==> src/rtl/ndpf_pkg.sv <==
// Shared constants, register indexes and the per-stage control word of the point finder.
package ndpf_pkg;

  localparam int TOL_W      = 52;
  localparam int DIMS_W     = 2;
  localparam int FIELD_DIMS = 3;
  localparam int OUT_IDX_W  = 6;
  localparam int CFG_IDX_W  = 2;
  localparam int CFG_DATA_W = 52;

  localparam logic [DIMS_W-1:0] DIMS_RESET = 2'd3;

  typedef enum logic [CFG_IDX_W-1:0] {
    REG_TOLERANCE = 2'd0,
    REG_DIMS      = 2'd1
  } reg_idx_e;

  // Control word that travels down the chain together with each item.
  typedef struct packed {
    logic valid;
    logic last;
    logic ovf;
    logic found;
    logic live;
  } ctrl_t;

endpackage

==> src/rtl/ndpf_match.sv <==
// Sums the registered squared differences of one cell and tests them against the tolerance.
module ndpf_match #(
  parameter int COORD_BITS = 24,
  parameter int STORE_DIMS = 3
) (
  input  logic [2*COORD_BITS-1:0]      sq_i [STORE_DIMS],
  input  logic [STORE_DIMS-1:0]        dim_en_i,
  input  logic [ndpf_pkg::TOL_W-1:0]   tol_i,
  output logic                         hit_o
);
  localparam int SQ_W  = 2 * COORD_BITS;
  localparam int SUM_W = SQ_W + 2;
  localparam int CMP_W = (SUM_W > ndpf_pkg::TOL_W) ? SUM_W : ndpf_pkg::TOL_W;

  logic [SUM_W-1:0] sum;
  logic [CMP_W-1:0] sum_ext;
  logic [CMP_W-1:0] tol_ext;

  always_comb begin
    sum = '0;
    for (int d = 0; d < STORE_DIMS; d++) begin
      if (dim_en_i[d]) begin
        sum = sum + SUM_W'(sq_i[d]);
      end
    end
  end

  assign sum_ext = CMP_W'(sum);
  assign tol_ext = CMP_W'(tol_i);
  assign hit_o   = (sum_ext < tol_ext);

endmodule

==> src/rtl/ndpf_cell.sv <==
// One cell of the chain: holds one stored point, squares its distance to the passing item.
module ndpf_cell #(
  parameter int CELL_INDEX = 0,
  parameter int IDX_W      = 6,
  parameter int COORD_BITS = 24,
  parameter int STORE_DIMS = 3
) (
  input  logic                         clk_i,
  input  logic                         rst_ni,
  input  logic                         adv_i,
  input  logic [ndpf_pkg::TOL_W-1:0]   tol_i,
  input  logic [STORE_DIMS-1:0]        dim_en_i,
  input  ndpf_pkg::ctrl_t              ctrl_i,
  input  logic [IDX_W-1:0]             idx_i,
  input  logic [IDX_W-1:0]             rep_i,
  input  logic signed [COORD_BITS-1:0] coord_i [STORE_DIMS],
  input  logic [2*COORD_BITS-1:0]      sq_i [STORE_DIMS],
  output ndpf_pkg::ctrl_t              ctrl_o,
  output logic [IDX_W-1:0]             idx_o,
  output logic [IDX_W-1:0]             rep_o,
  output logic signed [COORD_BITS-1:0] coord_o [STORE_DIMS],
  output logic [2*COORD_BITS-1:0]      sq_o [STORE_DIMS]
);
  localparam int SQ_W       = 2 * COORD_BITS;
  localparam int PREV_INDEX = (CELL_INDEX == 0) ? 0 : CELL_INDEX - 1;

  ndpf_pkg::ctrl_t              ctrl_d, ctrl_q;
  logic [IDX_W-1:0]             rep_d, idx_q, rep_q;
  logic signed [COORD_BITS-1:0] pt_q [STORE_DIMS];
  logic signed [COORD_BITS-1:0] coord_q [STORE_DIMS];
  logic [SQ_W-1:0]              sq_d [STORE_DIMS];
  logic [SQ_W-1:0]              sq_q [STORE_DIMS];
  logic                         hit;
  logic                         take;
  logic                         store_en;

  // The incoming squares belong to the previous cell, so a hit here names that cell.
  ndpf_match #(
    .COORD_BITS(COORD_BITS),
    .STORE_DIMS(STORE_DIMS)
  ) u_match (
    .sq_i    (sq_i),
    .dim_en_i(dim_en_i),
    .tol_i   (tol_i),
    .hit_o   (hit)
  );

  always_comb begin
    take         = ctrl_i.live & hit & ~ctrl_i.found;
    ctrl_d       = ctrl_i;
    ctrl_d.found = ctrl_i.found | take;
    ctrl_d.live  = ctrl_i.valid & ~ctrl_i.ovf & (idx_i > IDX_W'(CELL_INDEX));
    rep_d        = take ? IDX_W'(PREV_INDEX) : rep_i;
  end

  assign store_en = adv_i & ctrl_i.valid & ~ctrl_i.ovf & (idx_i == IDX_W'(CELL_INDEX));

  for (genvar d = 0; d < STORE_DIMS; d++) begin : g_dim
    logic signed [COORD_BITS:0] diff;
    logic [COORD_BITS-1:0]      mag;

    assign diff    = {coord_i[d][COORD_BITS-1], coord_i[d]} - {pt_q[d][COORD_BITS-1], pt_q[d]};
    assign mag     = diff[COORD_BITS] ? COORD_BITS'(-diff) : diff[COORD_BITS-1:0];
    assign sq_d[d] = {{COORD_BITS{1'b0}}, mag} * {{COORD_BITS{1'b0}}, mag};
  end

  always_ff @(posedge clk_i or negedge rst_ni) begin
    if (!rst_ni) begin
      ctrl_q <= '0;
    end else if (adv_i) begin
      ctrl_q <= ctrl_d;
    end
  end

  always_ff @(posedge clk_i) begin
    if (adv_i) begin
      idx_q   <= idx_i;
      rep_q   <= rep_d;
      coord_q <= coord_i;
      sq_q    <= sq_d;
    end
    if (store_en) begin
      pt_q <= coord_i;
    end
  end

  assign ctrl_o  = ctrl_q;
  assign idx_o   = idx_q;
  assign rep_o   = rep_q;
  assign coord_o = coord_q;
  assign sq_o    = sq_q;

endmodule

==> config.mk <==
export PLATFORM = sky130hd
export DESIGN_NAME = ndpf_cell
export DESIGN_NICKNAME = d
export VERILOG_FILES = /design/src/rtl/ndpf_pkg.sv /design/src/rtl/ndpf_match.sv /design/src/rtl/ndpf_cell.sv
export SDC_FILE = /design/constraint.sdc
export NUM_CORES = 2
export LEC_CHECK = 0
export ABC_AREA = 1
export BUFFER_PORTS_ARGS = -buffer_cell sky130_fd_sc_hd__buf_2
export CAP_MARGIN = 20
export CORE_MARGIN = 3
export CORE_UTILIZATION = 50
export CTS_BUF_LIST = sky130_fd_sc_hd__clkbuf_8 sky130_fd_sc_hd__clkbuf_16
export DETAILED_ROUTE_END_ITERATION = 12
export GPL_TIMING_DRIVEN = 0
export HOLD_SLACK_MARGIN = 0.05
export PLACE_DENSITY = 0.69
export SYNTH_ARGS = -nofsm -noshare
export SYNTH_HDL_FRONTEND = slang
export SYNTH_SLANG_ARGS = --single-unit
==> constraint.sdc <==
create_clock -name clk_i -period 9.39 [get_ports clk_i]
set_input_delay 1.4085 -clock clk_i [delete_from_list [all_inputs] [get_ports clk_i]]
set_output_delay 1.4085 -clock clk_i [all_outputs]
set_load 0.01 [all_outputs]
**Word level (Yosys, flattened, before mapping)**

Cells that the tools add are included.

- Flip-flop bits (word level): 305
- Latch bits: 0
- Memory bits (writable): 0
- ROM bits: 0
- Bits of input ports: 291
- Output and inout port bits: 233
- Memories: 0

- Add/sub/neg operators: 8
- $mul: 3
- Divide/modulo/power cells: 0
- Magnitude comparators: 2
- Equal/unequal tests: 0
- Shift-type cells: 0
- Mux-type cells: 6
- Bitwise operators: 10
- Reduce and logical (&&, ||, !) cells: 1

Operators with widths:

| kind | number |
|---|---|
| $mul 24x24->48 | 3 |
| $mux 50 | 2 |
| $sub 24x24->25 | 3 |
| $mux 24 | 3 |
| $neg 24->24 | 3 |
| $lt 50x52->1 | 1 |
| $add 50x48->50 | 1 |
| $add 48x48->49 | 1 |
| $mux 48 | 1 |
| $and 1x1->1 | 7 |
| $gt 6x1->1 const B | 1 |
| $logic_not 6->1 | 1 |
| $not 1->1 | 2 |
| $or 1x1->1 | 1 |

**Logic depth before layout (Yosys ltp)**

- Depth after elaboration: 9
- Mapped depth: 49

**Modules after synthesis**

From an unflattened synthesis, not the netlist that was laid out.

- Cell total of the unflattened synthesis: 9375
- Area total of the unflattened synthesis: 74433.9 um^2

By module, submodules not included:

| module | times used | cells each | area an instance (um^2) | seq. area each (um^2) |
|---|---|---|---|---|
| ndpf_cell | 1 | 7314 | 63928.8 | 9043.7 |
| ndpf_match | 1 | 2061 | 10505.1 | 0.0 |

**Worst setup path after synthesis**

OpenSTA, ideal clock, no wires.

- Path type: input -> register
- From: input coord_i[24] (netlist bit)
- To: register sq_q, in the netlist sq_o[90], data pin
- Arrival time: 9.097 ns
- Required time: 9.132 ns
- Path slack: 0.035 ns
- Stages: 43
- Cells stage by stage: inv_1 -> ha_1 -> fa_1 -> ha_1 -> inv_1 -> nor2_1 -> nand3_1 -> nor2_1 -> nand2_1 -> nor2_1 -> nand2_1 -> nor2_1 -> nand4_1 -> nand2_2 -> nand2_4 -> nor2_1 -> nand2_1 -> nand2_2 -> (+7 left out) -> fa_1 -> inv_1 -> fa_1 -> inv_1 -> fa_1 -> inv_1 -> fa_1 -> ha_1 -> nand2_1 -> nor2_1 -> nand2_1 -> o21ai_0 -> a21oi_1 -> o21ai_0 -> nand2_1 -> o211ai_1 -> a21oi_1 -> xnor2_1

RTL lines:

| item | line | source |
|---|---|---|
| start, declared | ndpf_cell.sv:16 | `input logic signed [COORD_BITS-1:0] coord_i [STORE_DIMS],` |
| end signal, assigned | ndpf_cell.sv:80 | `sq_q <= sq_d;` |
| end, declared | ndpf_cell.sv:32 | `logic [SQ_W-1:0] sq_q [STORE_DIMS];` |

==> metrics.cfg <==
[layout]
layout_common_cells = inv_1, nand2_1, fa_1
final_core_util = 0.607
drive_gt1_frac = 0.200
final_common_cell = inv_1
syn_to_final_growth_pct = 19.8
nets = 12200

[worst_setup_path]
path_max_fanout = 10
rr_endpoint = sq_o[95]
cp-end-kind = flip-flop
startpoint_type = primary input
cp_data_arrival_time_ns = 9.80
timing.rr.start = pt_q[24]
reg2reg_depth = 44
crit_top_cell = fa_1
cpPeakStageDelay_ns = 0.60
critPathKind = primary input to flip-flop
cp.required_ns = 9.80
worstSetupEndpoint = sq_o[46]
reg2reg_slack_ns = 0.47
cp_slowest_cell = fa_2
cp-startpoint = coord_i[0]

[synthesis]
async_flop_share = 0.0166
synth_area_um2 = 73200
synth_cell_types = 60
yosys_warnings = 0
yosysTopAreaCell = fa_1
synth-edff-count = 297
ys.flop_type = edfxtp_1
synthCells = 9034
seq_area_frac_synth = 0.124
ys_top_cells_by_area = fa_1, ha_1, edfxtp_1
syn_area_per_cell_um2 = 8.10
yosys_register_bits = 302
synth_top_area_frac = 0.348

[grt]
antenna_found_initial = 23
grt_pass1_wl_mm = 372
met1_usage = 0.397
grt_max_degree = 101
grt_use_met3 = 0.0652
grt_busiest_layer = met2
use_met2 = 0.535
grt_util_all_layers = 0.319
gr-total-overflow = 0
grt_pass1_vias = 67000

[placement]
place.gp.congestion = 0.996
io_buffers = 520
hpwlAfterDp_mm = 201

[run_status]
status = finished with violations
violations = setup timing

[sta]
fmax_ghz = 0.106
fin_crit_ns = 9.40
maxSlewHeadroom = 0.355
setup_violations = 1
finalClockSkew_ns = 0.0301
finalMaxSlewViolations = 0
min_period_over_period = 1.00
worst_slack_ns = -0.00512
hold_viol = 0
worstMarginPinSlew_ns = 0.954
rsz0062_at_grt = true

[die]
die_x_um = 389
start_util = 0.507
ios = 524
die-area_um2 = 151000
die_y_um = 389
coreArea_um2 = 145000
rows = 139

[flow_run]
maxCapViolCount = 0

[clock_network]
hold_buffers = 0
clkLatencyLatePin_ns = 0.65
clock_path_buffers = 3
cts_root_buf = clkbuf_16
htreeDepth = 2
clk_pin_slew_ns = 0.06
numCtsBuffers = 41
cts.sinks = 302
cts_tree = done

[detailed_routing]
first_iter_violations = 4730
drcViolationCount = 0
vias = 64100
dr.pass1.iters = 6
viasPerCell = 5.39
routed_wl_mm = 246
drtAntennaViolNets = 0
routedWlPerCell_um = 20.7

[min_path]
min_path_type = flip-flop to flip-flop

## kinds of logic after synthesis
group,count (synthesis),synth area share
xor gates and xnor gates,245,0.0315
AOI/OAI and AO/OA,885,0.0685
DFF,302,0.124
other,1,0.0000512
and+or+nand+nor,3078,0.171
adders and majority gates,2002,0.472
buffers and inverters,2521,0.132
## worst min path at each step
stage | start | slack [ns] | end | cells past startpoint
floorplan | ctrl_o[2] | 0.51 | ctrl_o[2] | 2
global placement | ctrl_o[2] | 0.45 | ctrl_o[2] | 2
detailed placement | ctrl_o[2] | 0.46 | ctrl_o[2] | 2
CTS | ctrl_o[3] | 0.49 | ctrl_o[3] | 2
global route | ctrl_o[3] | 0.53 | ctrl_o[3] | 2
finish | ctrl_o[2] | 0.49 | ctrl_o[2] | 2
## synthesized netlist by cell type, types with 41 or more instances
library cell / count
ha_1: 731
inv_1: 2335
xor2_1: 137
nand2_1: 1569
xnor2_1: 91
nor3_1: 51
nor2_1: 990
clkbuf_1: 41
a21oi_1: 385
o21ai_0: 248
edfxtp_1: 297
nand4_1: 86
a31oi_1: 65
buf_2: 65
fa_1: 1271
nand3_1: 240
## flip-flops by register name (all words and copies together) (netlist names)
signal	count
rep_o	6
ctrl_o	5
coord_o	72
sq_o	141
pt_q	72
idx_o	6
## final cells by class
| cell class | instances | area (um^2) |
|---|---|---|
| Fill cell | 12500 | 56800 |
| Inverter | 2377 | 9130 |
| Multi-Input combinational cell | 6213 | 58500 |
| Clock buffer | 43 | 1060 |
| Antenna cell | 14 | 35.0 |
| Buffer | 142 | 1410 |
| Clock inverter | 32 | 305 |
| Sequential cell | 302 | 9040 |
| Tap cell | 1903 | 2380 |
| Timing Repair Buffer | 874 | 5770 |
## critical path: cells and delay by family
family | cells | cell delay (ns)
AOI/OAI and AO/OA | 4 | 0.71
adders and majority gates | 10 | 4.59
xor gates and xnor gates | 1 | 0.32
buffers and inverters | 9 | 0.78
and+or+nand+nor | 16 | 1.96
## per-stage QoR
step                setup slack [ns]  TNS (ns)  cell area [um^2]  hold WS, ns  std cells
finish                      -0.00512  -0.00512             87700        0.494      11900
global route                  -0.359     -5.35             87700        0.529      11900
CTS                          -0.0112   -0.0262             82600        0.492      11700
detailed placement             -2.03   -123.11             78300        0.462      11500
global placement               -2.16   -272.09             78200        0.454      11500
floorplan                     0.0353         0             73200        0.509       9036
## timing repair
action                                  4_1_cts  5_1_grt
gates cloned                                  0        7
buffers inserted                            135      208
gates resized for setup                     483      902
endpoints found under the setup margin       89       89
pin swaps                                    89      306
## metal layers
| metal | share of wire | routed length, um |
|---|---|---|
| met5 | 0.00019 | 47 |
| met2 | 0.47 | 116000 |
| met1 | 0.39 | 95400 |
| met4 | 0.055 | 13600 |
| met3 | 0.085 | 20800 |
Power is not shown: default switching activity piles up to over one toggle a cycle in this logic, so the estimate is an artifact.
