### src/rtl/ndpf_pkg.sv
// Shared constants, register indexes and the per-stage control word of the point finder.
package ndpf_pkg;

  localparam int TOL_W      = 52;
  localparam int DIMS_W     = 2;
  localparam int FIELD_DIMS = 3;
  localparam int OUT_IDX_W  = 6;
  localparam int CFG_IDX_W  = 2;
  localparam int CFG_DATA_W = 52;

  localparam logic [DIMS_W-1:0] DIMS_RESET = 2'd3;

  typedef enum logic [CFG_IDX_W-1:0] {
    REG_TOLERANCE = 2'd0,
    REG_DIMS      = 2'd1
  } reg_idx_e;

  // Control word that travels down the chain together with each item.
  typedef struct packed {
    logic valid;
    logic last;
    logic ovf;
    logic found;
    logic live;
  } ctrl_t;

endpackage

### src/rtl/ndpf_match.sv
// Sums the registered squared differences of one cell and tests them against the tolerance.
module ndpf_match #(
  parameter int COORD_BITS = 24,
  parameter int STORE_DIMS = 3
) (
  input  logic [2*COORD_BITS-1:0]      sq_i [STORE_DIMS],
  input  logic [STORE_DIMS-1:0]        dim_en_i,
  input  logic [ndpf_pkg::TOL_W-1:0]   tol_i,
  output logic                         hit_o
);
  localparam int SQ_W  = 2 * COORD_BITS;
  localparam int SUM_W = SQ_W + 2;
  localparam int CMP_W = (SUM_W > ndpf_pkg::TOL_W) ? SUM_W : ndpf_pkg::TOL_W;

  logic [SUM_W-1:0] sum;
  logic [CMP_W-1:0] sum_ext;
  logic [CMP_W-1:0] tol_ext;

  always_comb begin
    sum = '0;
    for (int d = 0; d < STORE_DIMS; d++) begin
      if (dim_en_i[d]) begin
        sum = sum + SUM_W'(sq_i[d]);
      end
    end
  end

  assign sum_ext = CMP_W'(sum);
  assign tol_ext = CMP_W'(tol_i);
  assign hit_o   = (sum_ext < tol_ext);

endmodule

### config.mk
export PLATFORM = sky130hd
export DESIGN_NAME = ndpf_match
export DESIGN_NICKNAME = d
export VERILOG_FILES = /design/src/rtl/ndpf_pkg.sv /design/src/rtl/ndpf_match.sv
export SDC_FILE = /design/constraint.sdc
export NUM_CORES = 1
export LEC_CHECK = 0
export BUFFER_PORTS_ARGS = -buffer_cell sky130_fd_sc_hd__buf_2
export CAP_MARGIN = 20
export CORE_MARGIN = 10
export CORE_UTILIZATION = 48
export DETAILED_ROUTE_END_ITERATION = 6
export PLACE_DENSITY_LB_ADDON = 0.05
export SLEW_MARGIN = 20
export SYNTH_ARGS = -nofsm -noshare
export SYNTH_HDL_FRONTEND = slang
export SYNTH_SLANG_ARGS = --single-unit
### constraint.sdc
create_clock -name vclk -period 9.25
set_input_delay 0.4625 -clock vclk [all_inputs]
set_output_delay 0.4625 -clock vclk [all_outputs]
set_load 0.01 [all_outputs]
; ---- Word level (Yosys, flattened, before mapping)
; Cells that the tools add are included.
[word_totals]
regBits = 0
input_bits = 199
out_inout_bits = 1
elab_cells = 6
[classes]
n_addsub = 2
order_cmp = 1
mux = 3
[op_table]
columns = cell, count
row1 = 50-bit by 48-bit adder with 50-bit output, 2
row2 = 50-bit 2-to-1 mux, 2
row3 = 50-bit by 52-bit < comparator with 1-bit output, 1
row4 = 48-bit 2-to-1 mux, 1

; ---- Logic depth before layout (Yosys ltp)
; Gate-level depths: netlist (run 1).
[depth]
depth_word = 6
ltp_mapped = 45
depth_no_buf = 39

; ---- Worst setup path before layout (run 1)
; No wires, ideal clock.
[synth_path]
kind = in2out
start = input dim_en_i[0]
end = output hit_o
t_arrival_ns = 8.255
t_required_ns = 8.787
setup_slack_ns = 0.533
path_stages = 43
n_path_buf = 7
path_cell_list = buf_6 -> buf_4 -> clkbuf_1 -> clkbuf_1 -> clkbuf_1 -> clkbuf_1 -> nand2_1 -> inv_1 -> fa_1 -> maj3_2 -> nor2b_4 -> o31ai_1 -> a21oi_1 -> or3_1 -> clkbuf_1 -> maj3_1 -> a32oi_1 -> xnor2_1 -> (+7 left out) -> o2111ai_1 -> a31o_2 -> a221oi_1 -> o41a_1 -> xnor2_1 -> mux2_2 -> ha_1 -> a21o_1 -> a21o_1 -> a21oi_1 -> nor2b_1 -> o21ai_0 -> nand2b_1 -> a21oi_1 -> nor2b_1 -> o21ai_0 -> o31ai_1 -> a21oi_1
[synth_via]
elab_chain_cells = 6
[synth_rtl]
columns = item, line
row1 = from (decl), ndpf_match.sv:7  ; input logic [STORE_DIMS-1:0] dim_en_i,
row2 = 48-bit 2-to-1 mux *, ndpf_match.sv:22  ; if (dim_en_i[d]) begin
row3 = 50-bit by 48-bit adder with 50-bit output, ndpf_match.sv:23  ; sum = sum + SUM_W'(sq_i[d]);
row4 = 50-bit 2-to-1 mux *, ndpf_match.sv:22
row5 = 50-bit by 48-bit adder with 50-bit output, ndpf_match.sv:23
row6 = 50-bit 2-to-1 mux *, ndpf_match.sv:22
row7 = 50-bit by 52-bit < comparator with 1-bit output *, ndpf_match.sv:30  ; assign hit_o = (sum_ext < tol_ext);
row8 = to (decl), ndpf_match.sv:9  ; output logic hit_o
; Every way passes the cells marked *; elsewhere a longest branch is shown, timed or not.

; ---- Worst setup path after layout (run 1)
; Same ends and word-level chain as after synthesis.

==> impl_metrics.tcl, run 1 <==
set metrics [dict create \
    synth.area.top_cells "ha_1 20%, a21oi_1 8.1%, xnor2_1 6.6%, nand2_1 5.3%, mux2_2 4.9%" \
    ir_worst_vdd_uv 45.9 \
    drtPass1Iterations 5 \
    drt_iter0_drc 413 \
    hp-class "input port to output pin" \
    dpl.hpwl_mm 23.8 \
    cp.required_ns 8.79 \
    wl_mm 27.7 \
    area_growth_pct 12.7 \
    fin_hold_ws_ns 1.33 \
    slew_violations 0 \
    yosysMostFrequentCell "a21oi_1" \
    die_y_um 153 \
    end_kind "output pin" \
    synthCells 1253 \
    outcome "finished clean" \
    post_cts_buffers 0 \
    slowest_stage "o41a_1" \
    finalSetupTns_ns 0 \
    synth_top_cell_area_share 0.198 \
    syn_nets 1589 \
    synth_commonest_cells "138 x a21oi_1, 135 x ha_1, 120 x nand2_1" \
    rsz0062_at_grt "no" \
    p_per_area_nw_per_um2 92.6 \
    multi_input_comb_area_um2 7910 \
    cp-startpoint "dim_en_i[0]" \
    period_needed_ns 8.65 \
    fp.dieW_um 153 \
    seq_area_um2 0 \
    cts_resized 0 \
    crit_type "input port to output pin" \
    wl_met1_mm 13.5 \
    cp_num_buf_inv 5 \
    num_rows 48 \
    synth_cell_types 94 \
    route.met3.wl_mm 1.60 \
    routabilityCongestion 0.960 \
    portBuffers 200 \
    grt_usage 0.217 \
    synth.avg_cell_area_um2 6.81 \
    max-cap-violations 0 \
    synth_area_um2 8540 \
    slowest_delay_ns 0.51 \
    path_common_cell "a21oi_1" \
    yosysTopAreaCell "ha_1" \
    grt_max_degree 74 \
    critPathCapture "hit_o" \
    drive_gt1_frac 0.203 \
    nNetsFinal 1737 \
    die_area_um2 23500 \
    ant_nets 0 \
    cp-start-kind "input port" \
    seq_cell_count 0 \
    nClkBuffers 0 \
    synth_warnings 0 \
    setup_viol 0 \
    boundaryPins 200 \
    cp_num_cells 40 \
    grt.overflow.total 0 \
    initial_utilization 0.492 \
    timing.fmax_mhz 116 \
    arrival_ns 8.19 \
    antenna_found_initial 4 \
    core-area_um2 17400 \
    fin_util 0.554 \
    num_vias 9330 \
    grt_pass1_wl_mm 44.5 \
    leakage_uw 0.00493 \
    max_slew_margin 0.461 \
    grt_pass1_vias 8990 \
    cp_max_fo 29 \
    wire_per_inst_um 17.0 \
    fin_crit_sh 0.935 \
    synth-seq-area-share 0 \
    finalHoldViolCount 0 \
    wl_met2_mm 12.2 \
    crit_family "compound AO/OA/AOI/OAI gates" \
    postCtsHoldBufs 0 \
    via_per_inst 5.74 \
    worst_pin_slew_ns 0.808 \
    fillCellCount 1836 \
    drc 0 \
    top_layer "met5" \
]
worst min-delay path by stage:
stage	end	slack [ns]	startpoint	cells past startpoint
floorplan	hit_o	1.18	tol_i[50]	2
detailed placement	hit_o	1.34	tol_i[51]	4
finish	hit_o	1.33	tol_i[51]	4
global route	hit_o	1.36	tol_i[51]	4
global placement	hit_o	1.33	tol_i[51]	4
CTS	hit_o	1.34	tol_i[51]	4
layout make-up:
cell class / count / area share
antenna: 1 / 0.000260
multi-input combinational: 1092 / 0.823
tap: 225 / 0.0293
inverter: 102 / 0.0398
timing repair buffer: 205 / 0.108
cells in the final DEF (no fill, tap or decap), types with 23 or more instances in the layout:
cell	Yosys	routed
and2_1	27	27
xor2_1	45	43
nor2b_1	23	23
mux2_2	37	37
inv_1	102	102
nand4_1	26	26
ha_1	135	135
buf_2	12	200
o21ai_0	77	77
nand2_1	120	120
xnor2_1	64	64
nor2_1	80	80
a21o_1	43	43
nand2b_1	34	34
a21oi_1	138	138
stage by stage:
stage	setup slack, ns	total power (uW)	std cells	area (um^2)
after global placement	0.744	874	1624	9580
after detailed placement	0.451	874	1624	9580
final	0.601	891	1625	9620
after floorplan	0.533	660	1253	8540
after CTS	0.420	881	1624	9580
after global routing	0.00493	995	1624	9620
report_power, final:
group / switching (uW) / internal [uW]
Combinational: 500 / 391
Sequential: 0 / 0
Clock: 0 / 0.0000144
Total: 500 / 391
layer usage:
layer  up-vias  global-route usage
li1       4820                   -
met1      4230               0.304
met2       242               0.351
met3        32              0.0311
met4         6              0.0261
met5         -                   0
logic make-up after synthesis:
group / Yosys count / synth area share
AO/OA/AOI/OAI: 417 / 0.322
buffers and inverters: 161 / 0.0767
XOR/XNOR: 110 / 0.114
multiplexers: 45 / 0.0582
AND/OR/NAND/NOR: 379 / 0.222
adder cells (fa/ha/maj): 141 / 0.207
Power figures use the tool's default switching activity.
==> run 2, diff against run 1 <==
RECOVER_POWER = 50   (was unset)
clock period = 8.9 ns   (was 9.25 ns; I/O delays follow)
==> run 2 against run 1 <==
Utilization rose by 0.14 points. Global-route usage down 0.22 points. Final area grew 0.26%. Non-clock buffer count is the same. Critical path depth shrank 2. Wire length fell by 1.3%. Cell count is essentially flat. Sequential cell count did not move. Combinational power increased by 4.2%. Sequential share of layout area unchanged. Worst setup slack lost 0.10 ns. Largest power group unchanged.
==> impl_metrics.tcl, run 2 (synthesis results as in run 1) <==
set metrics [dict create \
    leakage_uw 0.00493 \
    num_rows 48 \
    fp.dieW_um 153 \
    grt_pass1_vias 8975 \
    die_y_um 153 \
    timing.fmax_mhz 119 \
    p_per_area_nw_per_um2 96.3 \
    period_needed_ns 8.40 \
    cp-start-kind "input port" \
    hp-class "input port to output pin" \
    place_area_um2 9580 \
    path_common_cell "a21oi_1" \
    drtPass1Iterations 6 \
    end_kind "output pin" \
    boundaryPins 200 \
    seq_area_um2 0 \
    grt_pass1_wl_mm 44.0 \
    grt.overflow.total 0 \
    grt_usage 0.215 \
    setup_ws_ns 0.498 \
    seq_cell_count 0 \
    num_vias 9324 \
    final_area_um2 9640 \
    drt_iter0_drc 521 \
    ir_worst_vdd_uv 48.7 \
    final_cell_mix "200 x buf_2, 138 x a21oi_1, 134 x ha_1" \
    max-cap-violations 0 \
    via_per_inst 5.73 \
    ant_nets 0 \
    drc 0 \
    crit_type "input port to output pin" \
    antenna_found_initial 3 \
    dpl_worst_slack_ns 0.303 \
    portBuffers 200 \
    routabilityCongestion 0.968 \
    nNetsFinal 1737 \
    finalHoldViolCount 0 \
    initial_utilization 0.492 \
    cp_max_fo 5 \
    final_common_cell "buf_2" \
    fin_crit_sh 0.944 \
    nClkBuffers 0 \
    post_cts_buffers 0 \
    cp.required_ns 8.46 \
    core-area_um2 17400 \
    wire_per_inst_um 16.8 \
    slew_violations 0 \
    outcome "finished clean" \
    wl_mm 27.3 \
    dpl.hpwl_mm 23.3 \
    postCtsHoldBufs 0 \
    setup_viol 0 \
    arrival_ns 7.96 \
    drive_gt1_frac 0.205 \
    die_area_um2 23500 \
    slowest_delay_ns 0.51 \
    slowest_stage "o41a_1" \
    area_growth_pct 13.0 \
    fillCellCount 1825 \
    fin_util 0.556 \
    worst_pin_slew_ns 0.795 \
    max_slew_margin 0.470 \
    grt_max_degree 94 \
]
run 2: report_power, final:
part           internal [uW]  switching, uW  total (uW)
sequential                 0              0           0
combinational            410            519         928
clock              0.0000301              0   0.0000301
run 2: routing by layer:
| metal | share of wire | wire length [um] | global-route usage | up-vias |
|---|---|---|---|---|
| met5 | 0.00092 | 25 | 0 | - |
| met4 | 0.0083 | 228 | 0.0189 | 4 |
| met3 | 0.064 | 1760 | 0.0306 | 20 |
| met2 | 0.45 | 12200 | 0.350 | 290 |
| met1 | 0.48 | 13100 | 0.301 | 4178 |
| li1 | - | - | - | 4832 |
run 2: repair_timing:
item | CTS | global route
gates resized for setup | 0 | 9
setup endpoints to repair | 0 | 1
hold endpoints to repair | 0 | 0
run 2: path summary, 6_finish.rpt:
check	start	endpoint	slack, ns	cells after the start
setup / recovery	dim_en_i[0]	hit_o	0.50	38
hold / removal	tol_i[51]	hit_o	1.29	4
run 2: area by class of cell:
type                       count  area [um^2]  share of cell area
timing repair buffer         205         1040               0.108
inverter                     102          383              0.0397
tap                          225          282              0.0292
antenna                        2         5.00            0.000519
multi-input combinational   1092         7930               0.823
run 2: per-stage QoR:
| step | power (uW) | TNS [ns] | instances | hold slack (ns) |
|---|---|---|---|---|
| floorplan | 686 | 0 | 1253 | 1.15 |
| global placement | 906 | 0 | 1624 | 1.30 |
| detailed placement | 907 | 0 | 1624 | 1.29 |
| CTS | 914 | 0 | 1624 | 1.29 |
| global route | 1040 | -0.0326 | 1624 | 1.31 |
| finish | 928 | 0 | 1626 | 1.29 |
run 2: critical path: cells and delay by family:
kind	cells	cell delay, ns
AND/OR/NAND/NOR	10	1.58
AO/OA/AOI/OAI	16	2.86
adder cells (fa/ha/maj)	6	1.99
multiplexers	1	0.27
buffers and inverters	2	0.26
XOR/XNOR	3	0.53
==> run 3, diff against run 2 <==
ABC_AREA = 1   (was unset)
==> run 3 against run 2 <==
The flow now finishes with violations (DRC). Die area rose by 17%. Utilization decreased by 1.1 points. Critical path depth down 6. Total power grew 1.2%. Non-clock buffer count fell by 1. Worst setup slack improved by 0.70 ns. Critical path type unchanged.
==> impl_metrics.tcl, run 3 <==
set metrics [dict create \
    holdCritStartpoint "tol_i[50]" \
    drc 8 \
    synth_commonest_cells "617 x nand2_1, 340 x inv_1, 188 x nand3_1" \
    p_sw_frac 0.652 \
    timing.fmax_mhz 130 \
    syn_nets 2338 \
    seq_area_um2 0 \
    cp_num_buf_inv 5 \
    drtPass1Iterations 7 \
    fillCellCount 2302 \
    cp-startpoint "dim_en_i[0]" \
    fin_crit_sh 0.865 \
    slowest_stage "clkbuf_2" \
    grt_pass1_wl_mm 70.0 \
    grt_usage 0.308 \
    synth.avg_cell_area_um2 5.11 \
    drive_gt1_frac 0.122 \
    end_kind "output pin" \
    final_common_cell "nand2_1" \
    portBuffers 200 \
    cp_max_fo 42 \
    synth-seq-area-share 0 \
    leakage_uw 0.00679 \
    routabilityCongestion 1.06 \
    via_per_inst 5.59 \
    finalPower_uw 939 \
    synth_area_um2 10200 \
    fp.dieW_um 166 \
    diodes 0 \
    worst_pin_slew_ns 1.02 \
    drt_iter0_drc 1514 \
    seq_cell_count 0 \
    synth_top_cell_area_share 0.227 \
    violations "DRC" \
    outcome "complete, but fails checks" \
    max-cap-violations 0 \
    num_vias 13700 \
    finalHoldViolCount 0 \
    yosysTopAreaCell "nand2_1" \
    core-area_um2 21000 \
    nClkBuffers 0 \
    cp.required_ns 8.46 \
    crit_family "simple AND/OR/NAND/NOR gates" \
    ant_nets 0 \
    path_common_cell "nand2_1" \
    synthCells 2002 \
    wl_mm 45.5 \
    arrival_ns 7.25 \
    nNetsFinal 2515 \
    antenna_found_initial 1 \
    clkPwrFrac 0 \
    yosysMostFrequentCell "nand2_1" \
    wire_per_inst_um 18.6 \
    period_needed_ns 7.70 \
    cts_resized 0 \
    rsz0062_at_grt "no" \
    hp-class "input port to output pin" \
    ir_worst_vdd_uv 39.2 \
    slowest_delay_ns 0.66 \
    num_rows 53 \
    synth.area.top_cells "nand2_1 23%, ha_1 17%, inv_1 12%, nand3_1 9.2%, a21oi_1 7.7%" \
    power_frac_comb 1.000 \
    initial_utilization 0.486 \
    final_cell_mix "617 x nand2_1, 340 x inv_1, 199 x buf_2" \
    dpl.hpwl_mm 40.4 \
    synth_warnings 0 \
    setup_viol 0 \
    cp-start-kind "input port" \
    finalSetupTns_ns 0 \
    seqPwrFrac 0 \
    p_int_uw 327 \
    boundaryPins 200 \
    synth_cell_types 51 \
    die_area_um2 27500 \
    grt_max_degree 65 \
    area_growth_pct 12.0 \
    fin_hold_ws_ns 1.49 \
    post_cts_buffers 0 \
    die_y_um 166 \
    postCtsHoldBufs 0 \
    p_per_area_nw_per_um2 82.0 \
    p_switching_uw 612 \
    crit_type "input port to output pin" \
    slew_violations 0 \
    grt.overflow.total 0 \
    grt_pass1_vias 13100 \
    max_slew_margin 0.321 \
]
-- run 3: worst paths after layout --
kind / slack, ns / endpoint / cells after the start
max: 1.20 / hit_o / 32
min: 1.49 / hit_o / 6
-- run 3: power by group through the flow --
stage               combinational, uW  clock (uW)  sequential (uW)
floorplan                         637           0                0
global placement                  906           0                0
detailed placement                915           0                0
CTS                               920           0                0
global route                     1040           0                0
finish                            939           0                0
-- run 3: cell families (layout without fill, tap and decap cells) --
logic type / after synthesis / after routing / share of synthesized area
AO/OA/AOI/OAI: 341 / 341 / 0.189
XOR/XNOR: 33 / 33 / 0.0283
adder cells (fa/ha/maj): 137 / 137 / 0.169
buffers and inverters: 375 / 550 / 0.142
AND/OR/NAND/NOR: 1116 / 1116 / 0.472
-- run 3: layer usage --
layer | vias to the layer above | wire length [um] | GRT usage
li1 | 6857 | - | -
met5 | - | 103 | 0.0253
met1 | 6029 | 19700 | 0.396
met3 | 86 | 4190 | 0.0575
met2 | 722 | 19600 | 0.496
met4 | 4 | 1970 | 0.114
-- run 3: tightest hold or removal path: cells and delay by family --
kind / cells / cell delay (ns)
AOI/OAI and AO/OA: 3 / 0.29
buffers and inverters: 2 / 0.25
and+or+nand+nor: 1 / 0.07
-- run 3: layout make-up --
class	instances	area (um^2)	area share
inverter	346	1300	0.113
timing repair buffer	204	1030	0.0900
tap	275	344	0.0301
multi-input combinational	1627	8780	0.766
-- run 3: stage by stage --
| stage | std cells | util | area [um^2] | setup slack (ns) |
|---|---|---|---|---|
| floorplan | 2002 | - | 10200 | 3.55 |
| detailed placement | 2452 | 0.545 | 11400 | 1.55 |
| finish | 2452 | 0.545 | 11400 | 1.20 |
| CTS | 2452 | 0.545 | 11400 | 1.51 |
| global route | 2452 | 0.545 | 11400 | 0.729 |
| global placement | 2452 | 0.545 | 11400 | 1.62 |
